<file path="src/sv/spq_pkg.sv">
`default_nettype none

package spq_pkg;

  localparam int DEPTH   = 16;
  localparam int KEY_W   = 32;
  localparam int COUNT_W = 5;
  localparam int FILL_W  = $clog2(DEPTH + 1);

  typedef enum logic {
    FUNC_INSERT = 1'b0,
    FUNC_REMOVE = 1'b1
  } func_t;

  typedef enum logic [1:0] {
    ST_OK    = 2'd0,
    ST_EMPTY = 2'd1,
    ST_FULL  = 2'd2
  } status_t;

  typedef logic signed [KEY_W-1:0] key_t;

  typedef struct packed {
    logic  en;
    func_t func;
    key_t  key;
  } spq_cmd_t;

endpackage

`default_nettype wire

</file>
<file path="src/sv/spq_cell.sv">
`default_nettype none

module spq_cell
  import spq_pkg::*;
(
  input  wire logic     clk,
  input  wire logic     rst_n,
  input  wire spq_cmd_t cmd,
  input  wire key_t     left_key,
  input  wire logic     left_valid,
  input  wire logic     left_stay,
  input  wire key_t     right_key,
  input  wire logic     right_valid,
  output key_t          key,
  output logic          valid,
  output logic          stay
);

  key_t key_r, key_nxt;
  logic valid_r, valid_nxt;

  // keep this entry in place on insert: it outranks the new key
  assign stay = valid_r && (key_r > cmd.key);

  always_comb begin
    key_nxt   = key_r;
    valid_nxt = valid_r;
    if (cmd.en) begin
      case (cmd.func)
        FUNC_REMOVE: begin
          key_nxt   = right_key;
          valid_nxt = right_valid;
        end
        FUNC_INSERT: begin
          if (!stay) begin
            key_nxt = left_stay ? cmd.key : left_key;
          end
          valid_nxt = valid_r | left_valid;
        end
        default: begin
          key_nxt   = key_r;
          valid_nxt = valid_r;
        end
      endcase
    end
  end

  always_ff @(posedge clk) begin
    key_r <= key_nxt;
  end

  always_ff @(posedge clk) begin
    if (!rst_n) begin
      valid_r <= 1'b0;
    end else begin
      valid_r <= valid_nxt;
    end
  end

  assign key   = key_r;
  assign valid = valid_r;

endmodule

`default_nettype wire

</file>
<file path="src/sv/sorted_priority_queue.sv">
// Each input transfer's result is registered directly in the output register.
// Throughput: one insert or remove per cycle unless stalled; every cell compares and shifts in parallel.
// Input is stalled only while the output register holds a result not yet taken.
// Reset (rst_n low, synchronous) empties the queue: cell valid bits and fill clear.
// Stored keys are not reset; a cell is read only once it holds a written key.
`default_nettype none

module sorted_priority_queue
  import spq_pkg::*;
(
  input  wire logic        clk,
  input  wire logic        rst_n,
  input  wire logic        in_tvalid,
  output logic             in_tready,
  input  wire logic [31:0] in_tdata,  // [31:0] key
  input  wire logic        in_tuser,  // [0] func
  output logic             out_tvalid,
  input  wire logic        out_tready,
  output logic [71:0]      out_tdata  // [1:0] status, [33:2] removed_key,
                                      // [65:34] head_key, [70:66] count, [71] zero
);

  key_t              cell_key   [DEPTH];
  logic [DEPTH-1:0]  cell_valid;
  logic [DEPTH-1:0]  cell_stay;
  spq_cmd_t          cmd;

  logic              accept;
  func_t             func;
  key_t              in_key;
  status_t           status;
  key_t              removed;
  key_t              head;

  logic [FILL_W-1:0] fill_r, fill_nxt;
  logic              out_valid_r, out_valid_nxt;
  status_t           status_r;
  key_t              removed_r;
  key_t              head_r;
  logic [COUNT_W-1:0] count_r;

  assign in_tready = !out_valid_r || out_tready;
  assign accept    = in_tvalid && in_tready;
  assign func      = func_t'(in_tuser);
  assign in_key    = key_t'(in_tdata);

  always_comb begin
    status   = ST_OK;
    removed  = '0;
    head     = cell_valid[0] ? cell_key[0] : '0;
    fill_nxt = fill_r;
    case (func)
      FUNC_REMOVE: begin
        if (!cell_valid[0]) begin
          status = ST_EMPTY;
        end else begin
          removed  = cell_key[0];
          head     = cell_valid[1] ? cell_key[1] : '0;
          fill_nxt = fill_r - FILL_W'(1);
        end
      end
      FUNC_INSERT: begin
        if (cell_valid[DEPTH-1]) begin
          status = ST_FULL;
        end else begin
          head     = cell_stay[0] ? cell_key[0] : in_key;
          fill_nxt = fill_r + FILL_W'(1);
        end
      end
      default: begin
        status = ST_OK;
      end
    endcase
  end

  assign cmd.en   = accept && (status == ST_OK);
  assign cmd.func = func;
  assign cmd.key  = in_key;

  for (genvar i = 0; i < DEPTH; i++) begin : g_cell
    key_t lk, rk;
    logic lv, ls, rv;
    if (i == 0) begin : g_first
      assign lk = '0;
      assign lv = 1'b1;
      assign ls = 1'b1;
    end else begin : g_mid
      assign lk = cell_key[i-1];
      assign lv = cell_valid[i-1];
      assign ls = cell_stay[i-1];
    end
    if (i == DEPTH - 1) begin : g_last
      assign rk = '0;
      assign rv = 1'b0;
    end else begin : g_inner
      assign rk = cell_key[i+1];
      assign rv = cell_valid[i+1];
    end
    spq_cell u_cell (
      .clk         (clk),
      .rst_n       (rst_n),
      .cmd         (cmd),
      .left_key    (lk),
      .left_valid  (lv),
      .left_stay   (ls),
      .right_key   (rk),
      .right_valid (rv),
      .key         (cell_key[i]),
      .valid       (cell_valid[i]),
      .stay        (cell_stay[i])
    );
  end

  always_comb begin
    out_valid_nxt = out_valid_r;
    if (accept) begin
      out_valid_nxt = 1'b1;
    end else if (out_tready) begin
      out_valid_nxt = 1'b0;
    end
  end

  always_ff @(posedge clk) begin
    if (!rst_n) begin
      fill_r      <= '0;
      out_valid_r <= 1'b0;
    end else begin
      out_valid_r <= out_valid_nxt;
      if (accept) begin
        fill_r <= fill_nxt;
      end
    end
  end

  always_ff @(posedge clk) begin
    if (accept) begin
      status_r  <= status;
      removed_r <= removed;
      head_r    <= head;
      count_r   <= COUNT_W'(fill_nxt);
    end
  end

  assign out_tvalid = out_valid_r;
  assign out_tdata  = {1'b0, count_r, head_r, removed_r, status_r};

`ifndef SYNTHESIS
  a_fill_matches_cells: assert property (@(posedge clk) disable iff (!rst_n)
    32'(fill_r) == $countones(cell_valid))
    else $error("fill count differs from occupied cells");

  a_cells_packed: assert property (@(posedge clk) disable iff (!rst_n)
    ((cell_valid + DEPTH'(1)) & cell_valid) == '0)
    else $error("occupied cells are not contiguous from the head");

  a_remove_drops_one: assert property (@(posedge clk) disable iff (!rst_n)
    (accept && func == FUNC_REMOVE && cell_valid[0]) |=> fill_r == $past(fill_r) - FILL_W'(1))
    else $error("remove did not drop exactly one entry");

  a_full_only_when_full: assert property (@(posedge clk) disable iff (!rst_n)
    (accept && status == ST_FULL) |-> 32'(fill_r) == DEPTH)
    else $error("full status with free cells");

  a_head_is_highest: assert property (@(posedge clk) disable iff (!rst_n)
    (cell_valid[1]) |-> cell_key[0] >= cell_key[1])
    else $error("head key below its successor");
`endif

endmodule

`default_nettype wire

</file>
<file path="config.mk">
export PLATFORM = sky130hd
export DESIGN_NAME = sorted_priority_queue
export DESIGN_NICKNAME = d
export VERILOG_FILES = /design/src/sv/spq_pkg.sv /design/src/sv/spq_cell.sv /design/src/sv/sorted_priority_queue.sv
export SDC_FILE = /design/constraint.sdc
export NUM_CORES = 2
export LEC_CHECK = 0
export BUFFER_PORTS_ARGS = -buffer_cell sky130_fd_sc_hd__buf_4
export CAP_MARGIN = 20
export CORE_ASPECT_RATIO = 1.2
export CORE_MARGIN = 2
export CORE_UTILIZATION = 25
export DETAILED_ROUTE_END_ITERATION = 7
export GPL_TIMING_DRIVEN = 0
export PLACE_DENSITY = 0.37
export SLEW_MARGIN = 20
export SYNTH_ARGS = -nofsm -noshare
export SYNTH_HDL_FRONTEND = slang
export SYNTH_SLANG_ARGS = --single-unit
</file>
<file path="constraint.sdc">
create_clock -name clk -period 16.3 [get_ports clk]
set_input_delay 0.815 -clock clk [delete_from_list [all_inputs] [get_ports clk]]
set_output_delay 0.815 -clock clk [all_outputs]
set_load 0.02 [all_outputs]
</file>
After elaboration in Yosys (flattened, before gate mapping)
Index checks and enable logic that the tools add are counted.

Reductions and logical operators: 37. Multiplexer cells: 76. $lt $le $gt $ge: 16. Add/sub/neg operators: 2. Equality and inequality tests: 15. Bitwise gates (word level): 16.

Operators by type and width (number): 32-bit two-way mux (35); 32-bit case mux with 2 select lines (17); 32-bit > comparator (16); 1-bit case mux with 2 select lines (16); 2-bit != test (second input constant) (15); 2-bit AND reduction (15); 1-bit logical AND (18); 1-bit OR (15); 5-bit two-way mux (2); 5-bit case mux with 2 select lines (1); 5-bit by 1-bit adder with 5-bit output (second input constant) (1); 5-bit by 1-bit subtractor with 5-bit output (second input constant) (1); 2-bit case mux with 2 select lines (1); 1-bit two-way mux (3); 2-bit logical NOT (1); 2-bit two-way mux (1); 2-bit nonzero test (1); 1-bit logical NOT (1); 1-bit logical OR (1); 1-bit inverter (1).

Logic and storage cells: 200. Flip-flop bits (word level): 605. Input port bits: 37.

Longest topological paths before layout
Depth after elaboration: 5. Mapped depth: 12.

By module
Synthesis repeated with hierarchy kept, for this count alone.

Cell total of the unflattened synthesis: 4564. Area, all modules: 43929.6 µm².

By module, submodules not included: spq_cell (instances 16, cells each 267, area each 2519.9 µm²); sorted_priority_queue (instances 1, cells each 292, area each 3611.0 µm²).

Worst setup path before layout
Ideal clock, no wire load.

Path type: input to register. Start: in in_tdata[23]. End: reg g_cell[13].u_cell.key_r[0], enable pin. Setup time: 0.466 ns. Slack: 10.560 ns. Cell stages on the path: 10. Required time: 15.834 ns. Data arrival time: 5.274 ns. Buffers on the path: 1. Cell sequence: inv_1 ha_1 a21oi_1 o21ai_1 a22o_1 or4_4 nor3_2 clkbuf_1 nor2_1 o21ai_0.

Word-level cells in the longest chain between the ends: 4.

RTL lines: from (decl) (line sorted_priority_queue.sv:15) `input wire logic [31:0] in_tdata,`; 32-bit > comparator (line spq_cell.sv:23) `assign stay = valid_r && (key_r > cmd.key);`; 1-bit logical AND (line spq_cell.sv:23); 2-bit != test (no source line); 2-bit AND reduction (no source line); to (signal assigned) (line spq_cell.sv:49) `key_r <= key_nxt;`; to (decl) (line spq_cell.sv:19) `key_t key_r, key_nxt;`.

No other way between the ends. A chain may end at the register's enable or synchronous reset.

Final worst setup path
Start: in in_tdata[26]. End: reg g_cell[1].u_cell.key_r[5], enable pin.

Word-level cells in the longest chain between the ends: 4.

RTL lines (line): 32-bit > comparator (spq_cell.sv:23); 1-bit logical AND (spq_cell.sv:23); 2-bit != test (no source line); 2-bit AND reduction (no source line); to (signal assigned) (spq_cell.sv:49); to (decl) (spq_cell.sv:19).

No other way between the ends.

==> summary.md <==
| Metric | Value |
|---|---|
| Core area | `164000 sq um` |
| DR vias/cell | `5.359` |
| Largest delay share family, worst path | `buffers and inverters` |
| Most frequent cells in the layout | `583 x edfxtp_1, 482 x ha_1, 327 x nand2_1` |
| CTS tree | `done` |
| Number of placed I/O pins | `111` |
| Main flop type after synthesis | `edfxtp_1` |
| Worst EP required | `16.73 ns` |
| Post-CTS Resized | `0` |
| Drt pass-1 iters | `7` |
| DR WL/cell | `28.35 um` |
| Buf/Inv on CP | `5` |
| Final Non-Filler Cells | `between 6k and 7k` |
| Place WS | `10.18 ns` |
| Final hold vios | `0` |
| Pins Over Slew Limit | `0` |
| Fmax | `181.7 MHz` |
| Yosys reg bits | `605` |
| GR Util All Layers | `21.00%` |
| Yosys warns | `0` |
| Clock Root Buffer | `clkbuf_16` |
| CTS buffer count | `80` |
| Combinational power share | `21.9%` |
| Flop2flop setup slack | `11.34 ns` |
| Synthesized cell area | `~41000 sq um` |
| Layout area overhead | `16.10%` |
| Slew at the pin closest to its max-slew limit | `1.181 ns` |
| DP HPWL | `149000 um` |
| Leak Pwr | `17.65 nW` |
| Distinct cell type count after synthesis | `roughly 70` |
| CTS Buffer Depth | `3` |
| Crit-path max cell delay | `0.90 ns` |
| Number of synthesized flops with an enable pin | `a little under 600` |
| Setup Skew | `0.02308 ns` |
| Period utilization | `33.77%` |
| Most common cell after layout, fill and taps aside | `edfxtp_1` |
| Synthesized instance count | `3936` |
| Post-synth ARST share | `0%` |
| PortBufs | `109` |
| Clock share of power | `a little over a third` |
| Count of final setup violators | `0` |
| Dpl cell area | `~45000 sq um` |
| Worst Setup End Kind | `register` |
| Initial Util | `25.10%` |
| Post-Synthesis Net Count | `4455` |
| Crit Path Max Fanout | `27` |
| Num Clock Sinks | `about 610` |
| Post-CTS Repair Setup Buffers | `0` |
| Worst path cell trace | `buf_4 > inv_1 > ha_1 > nand3_1 > nor4_1 > nand4_1 > a2111oi_1 > nor3_1 > clkbuf_1 > clkbuf_1 > o21ai_0 > nand2_2 > buf_12` |
| CP most frequent cell | `clkbuf_1` |
| Share of cells above drive strength 1 | `between 7 and 8%` |
| Final Cell Area | `47780 sq um` |
| RSZ-0062 raised after global routing | `false` |
| Peak supply drop | `77.25 uV` |
| Initial DRC count | `2557` |
| Synthesized area per cell | `roughly 10 sq um` |
| Pwr per Cell Area | `103.8 nW/um^2` |
| Overflow after GRT | `0` |
| Initial antenna violation count | `5` |
| WHS | `0.3859 ns` |
| Final wirelength | `between 150000 and 200000 um` |
| DRT antenna net count | `0` |
| # DRC | `0` |
| Sw power | `between 1.5 and 2 mW` |
| Kind of critical path | `primary input to register` |
| Die area | `167900 sq um` |
| Site Rows | `between 150 and 200` |
| Largest net degree at the start of global routing | `79` |
| Seq pwr share | `about two fifths` |
| Slew headroom | `21.28%` |
| DIE WIDTH | `374.4 um` |
| Sequential area share after synthesis | `43.61%` |
| Number of global-route vias before repair | `34.92k` |
| Hold-fix buffers, CTS | `0` |
| Startpoint Class | `primary input` |
| Max capacitance violation total | `0` |
| PnR worst setup slack | `10.80 ns` |
| Int Pwr | `3.336 mW` |
| Type of the worst min-delay path | `primary input to register` |
| Placer Congestion | `0.8570` |
| Worst skew pair latency | `between 0.6 and 0.7 ns` |
| Slowest cell on crit path | `a2111oi_1` |
| Net Sw Frac | `32.71%` |
| Dpl cells | `6209` |
| Via Count | `34.06k` |
| Die Y-Extent | `448.5 um` |
| Tmin final | `5.505 ns` |
| Status | `complete, no violations` |
| Worst-path clk slew | `0.06 ns` |
| CTS H-Tree Depth | `3` |
| Nets@finish | `4665` |
| First-pass GRT wire length | `254100 um` |
| Setup TNS | `0 ns` |
| Critical path arrival | `5.93 ns` |
Yosys cell counts, types with 5 or more instances:
cell type	instances	area share (%)
buf_6	10	0.27
a22o_1	6	0.13
a21o_1	54	0.99
nor3_1	139	1.7
nand3b_1	199	3.6
a211oi_1	7	0.13
o211a_1	7	0.17
mux2i_1	32	0.78
dfxtp_1	22	1.1
nor3b_1	32	0.58
clkbuf_1	253	2.3
o311ai_0	32	0.68
a21boi_0	11	0.20
edfxtp_1	583	43
a22oi_1	35	0.64
nand3_1	65	0.79
a221o_1	229	5.6
and3_1	68	1.0
o211ai_1	188	3.4
o21ai_0	142	1.7
buf_1	9	0.082
nand4_1	102	1.6
or3_1	35	0.53
a221oi_1	6	0.13
nand2b_1	67	1.0
a21oi_1	265	3.2
a2111oi_0	7	0.15
ha_1	482	15
nor2_1	71	0.65
a31oi_1	68	1.0
and4_1	10	0.21
o21a_1	25	0.46
nand2_1	336	3.1
buf_2	21	0.26
nor2b_1	113	1.7
o31a_1	8	0.17
nor4_1	26	0.40
xnor2_1	5	0.11
inv_1	108	0.99
a211o_1	5	0.11
path summary, 6_finish.rpt:
path,startpoint,end,cells after the start
worst max-delay path,in_tdata[26],g_cell[1].u_cell.key[5]$_DFFE_PP_,13
worst min-delay path,in_tvalid,out_tvalid$_SDFFE_PN0P_,3
worst max register to register,g_cell[1].u_cell.key[29]$_DFFE_PP_,g_cell[1].u_cell.key[5]$_DFFE_PP_,11
worst min register to register,g_cell[7].u_cell.valid$_SDFFE_PN0P_,g_cell[7].u_cell.valid$_SDFFE_PN0P_,2
sequential cells by signal, summed over array words and instances (netlist names):
name and cells:
g_cell.u_cell.key 512, head_r 32, removed_r 32, g_cell.u_cell.valid 16, count_r 5, fill_r 5, status_r 2, out_tvalid 1
final cells by class:
type                    count  area (sq um)
plain buffers             297          1247
multi-input cells        2924         21700
diodes                      3         7.507
clock inverters            39         310.3
repair buffers            128          1234
fillers                 17241        116200
flip-flops and latches    605         17950
clock buffers             106          2236
inverters                 110         417.9
well taps                2145          2684
power by group through the flow:
stage	Combinational (mW)	Sequential, mW	Clock (mW)
3_3_place_gp	1.05	2.09	0
4_1_cts	1.10	2.05	1.86
5_1_grt	1.20	2.07	1.91
2_1_floorplan	0.659	2.03	0
6_report	1.09	2.05	1.82
3_5_place_dp	1.10	2.08	0
cell families after synthesis:
family                     count (synthesis)  share of synthesized area [%]
AOI/OAI and AO/OA                       1123                          19.61
xor gates and xnor gates                   6                         0.1277
other                                      1                       0.009112
adders and majority gates                482                          14.65
muxes                                     32                         0.7783
buffers and inverters                    407                          3.995
DFF                                      605                          43.61
and+or+nand+nor                         1280                          17.21
stage by stage:
stage	total power, mW	util, %
floorplan	2.694	-
global placement	3.145	27.23
detailed placement	3.177	27.58
CTS	5.005	29.14
global route	5.175	29.14
finish	4.958	29.14
routing by layer:
metal / part of all wire (%) / wire length, um / vias up / track usage [%]
met5: 0 / 0 / - / 0
met4: 3.1 / 5633 / 0 / 7.040
met3: 4.2 / 7614 / 211 / 2.063
met2: 51 / 91980 / 919 / 38.47
met1: 42 / 74970 / 16919 / 25.60
li1: - / - / 16015 / -
worst reg2reg max path, cell delays in order, from the launching register on:
cell and delay [ns]:
edfxtp_1 0.46, ha_1 0.32, nand2_1 0.15, nor4_1 0.75
nand4_1 0.42, a2111oi_1 0.90, nor3_1 0.20, clkbuf_1 0.34
clkbuf_1 0.40, o21ai_0 0.30, nand2_2 0.18, buf_12 0.25
No activity file was read; power rests on OpenSTA's default activity.
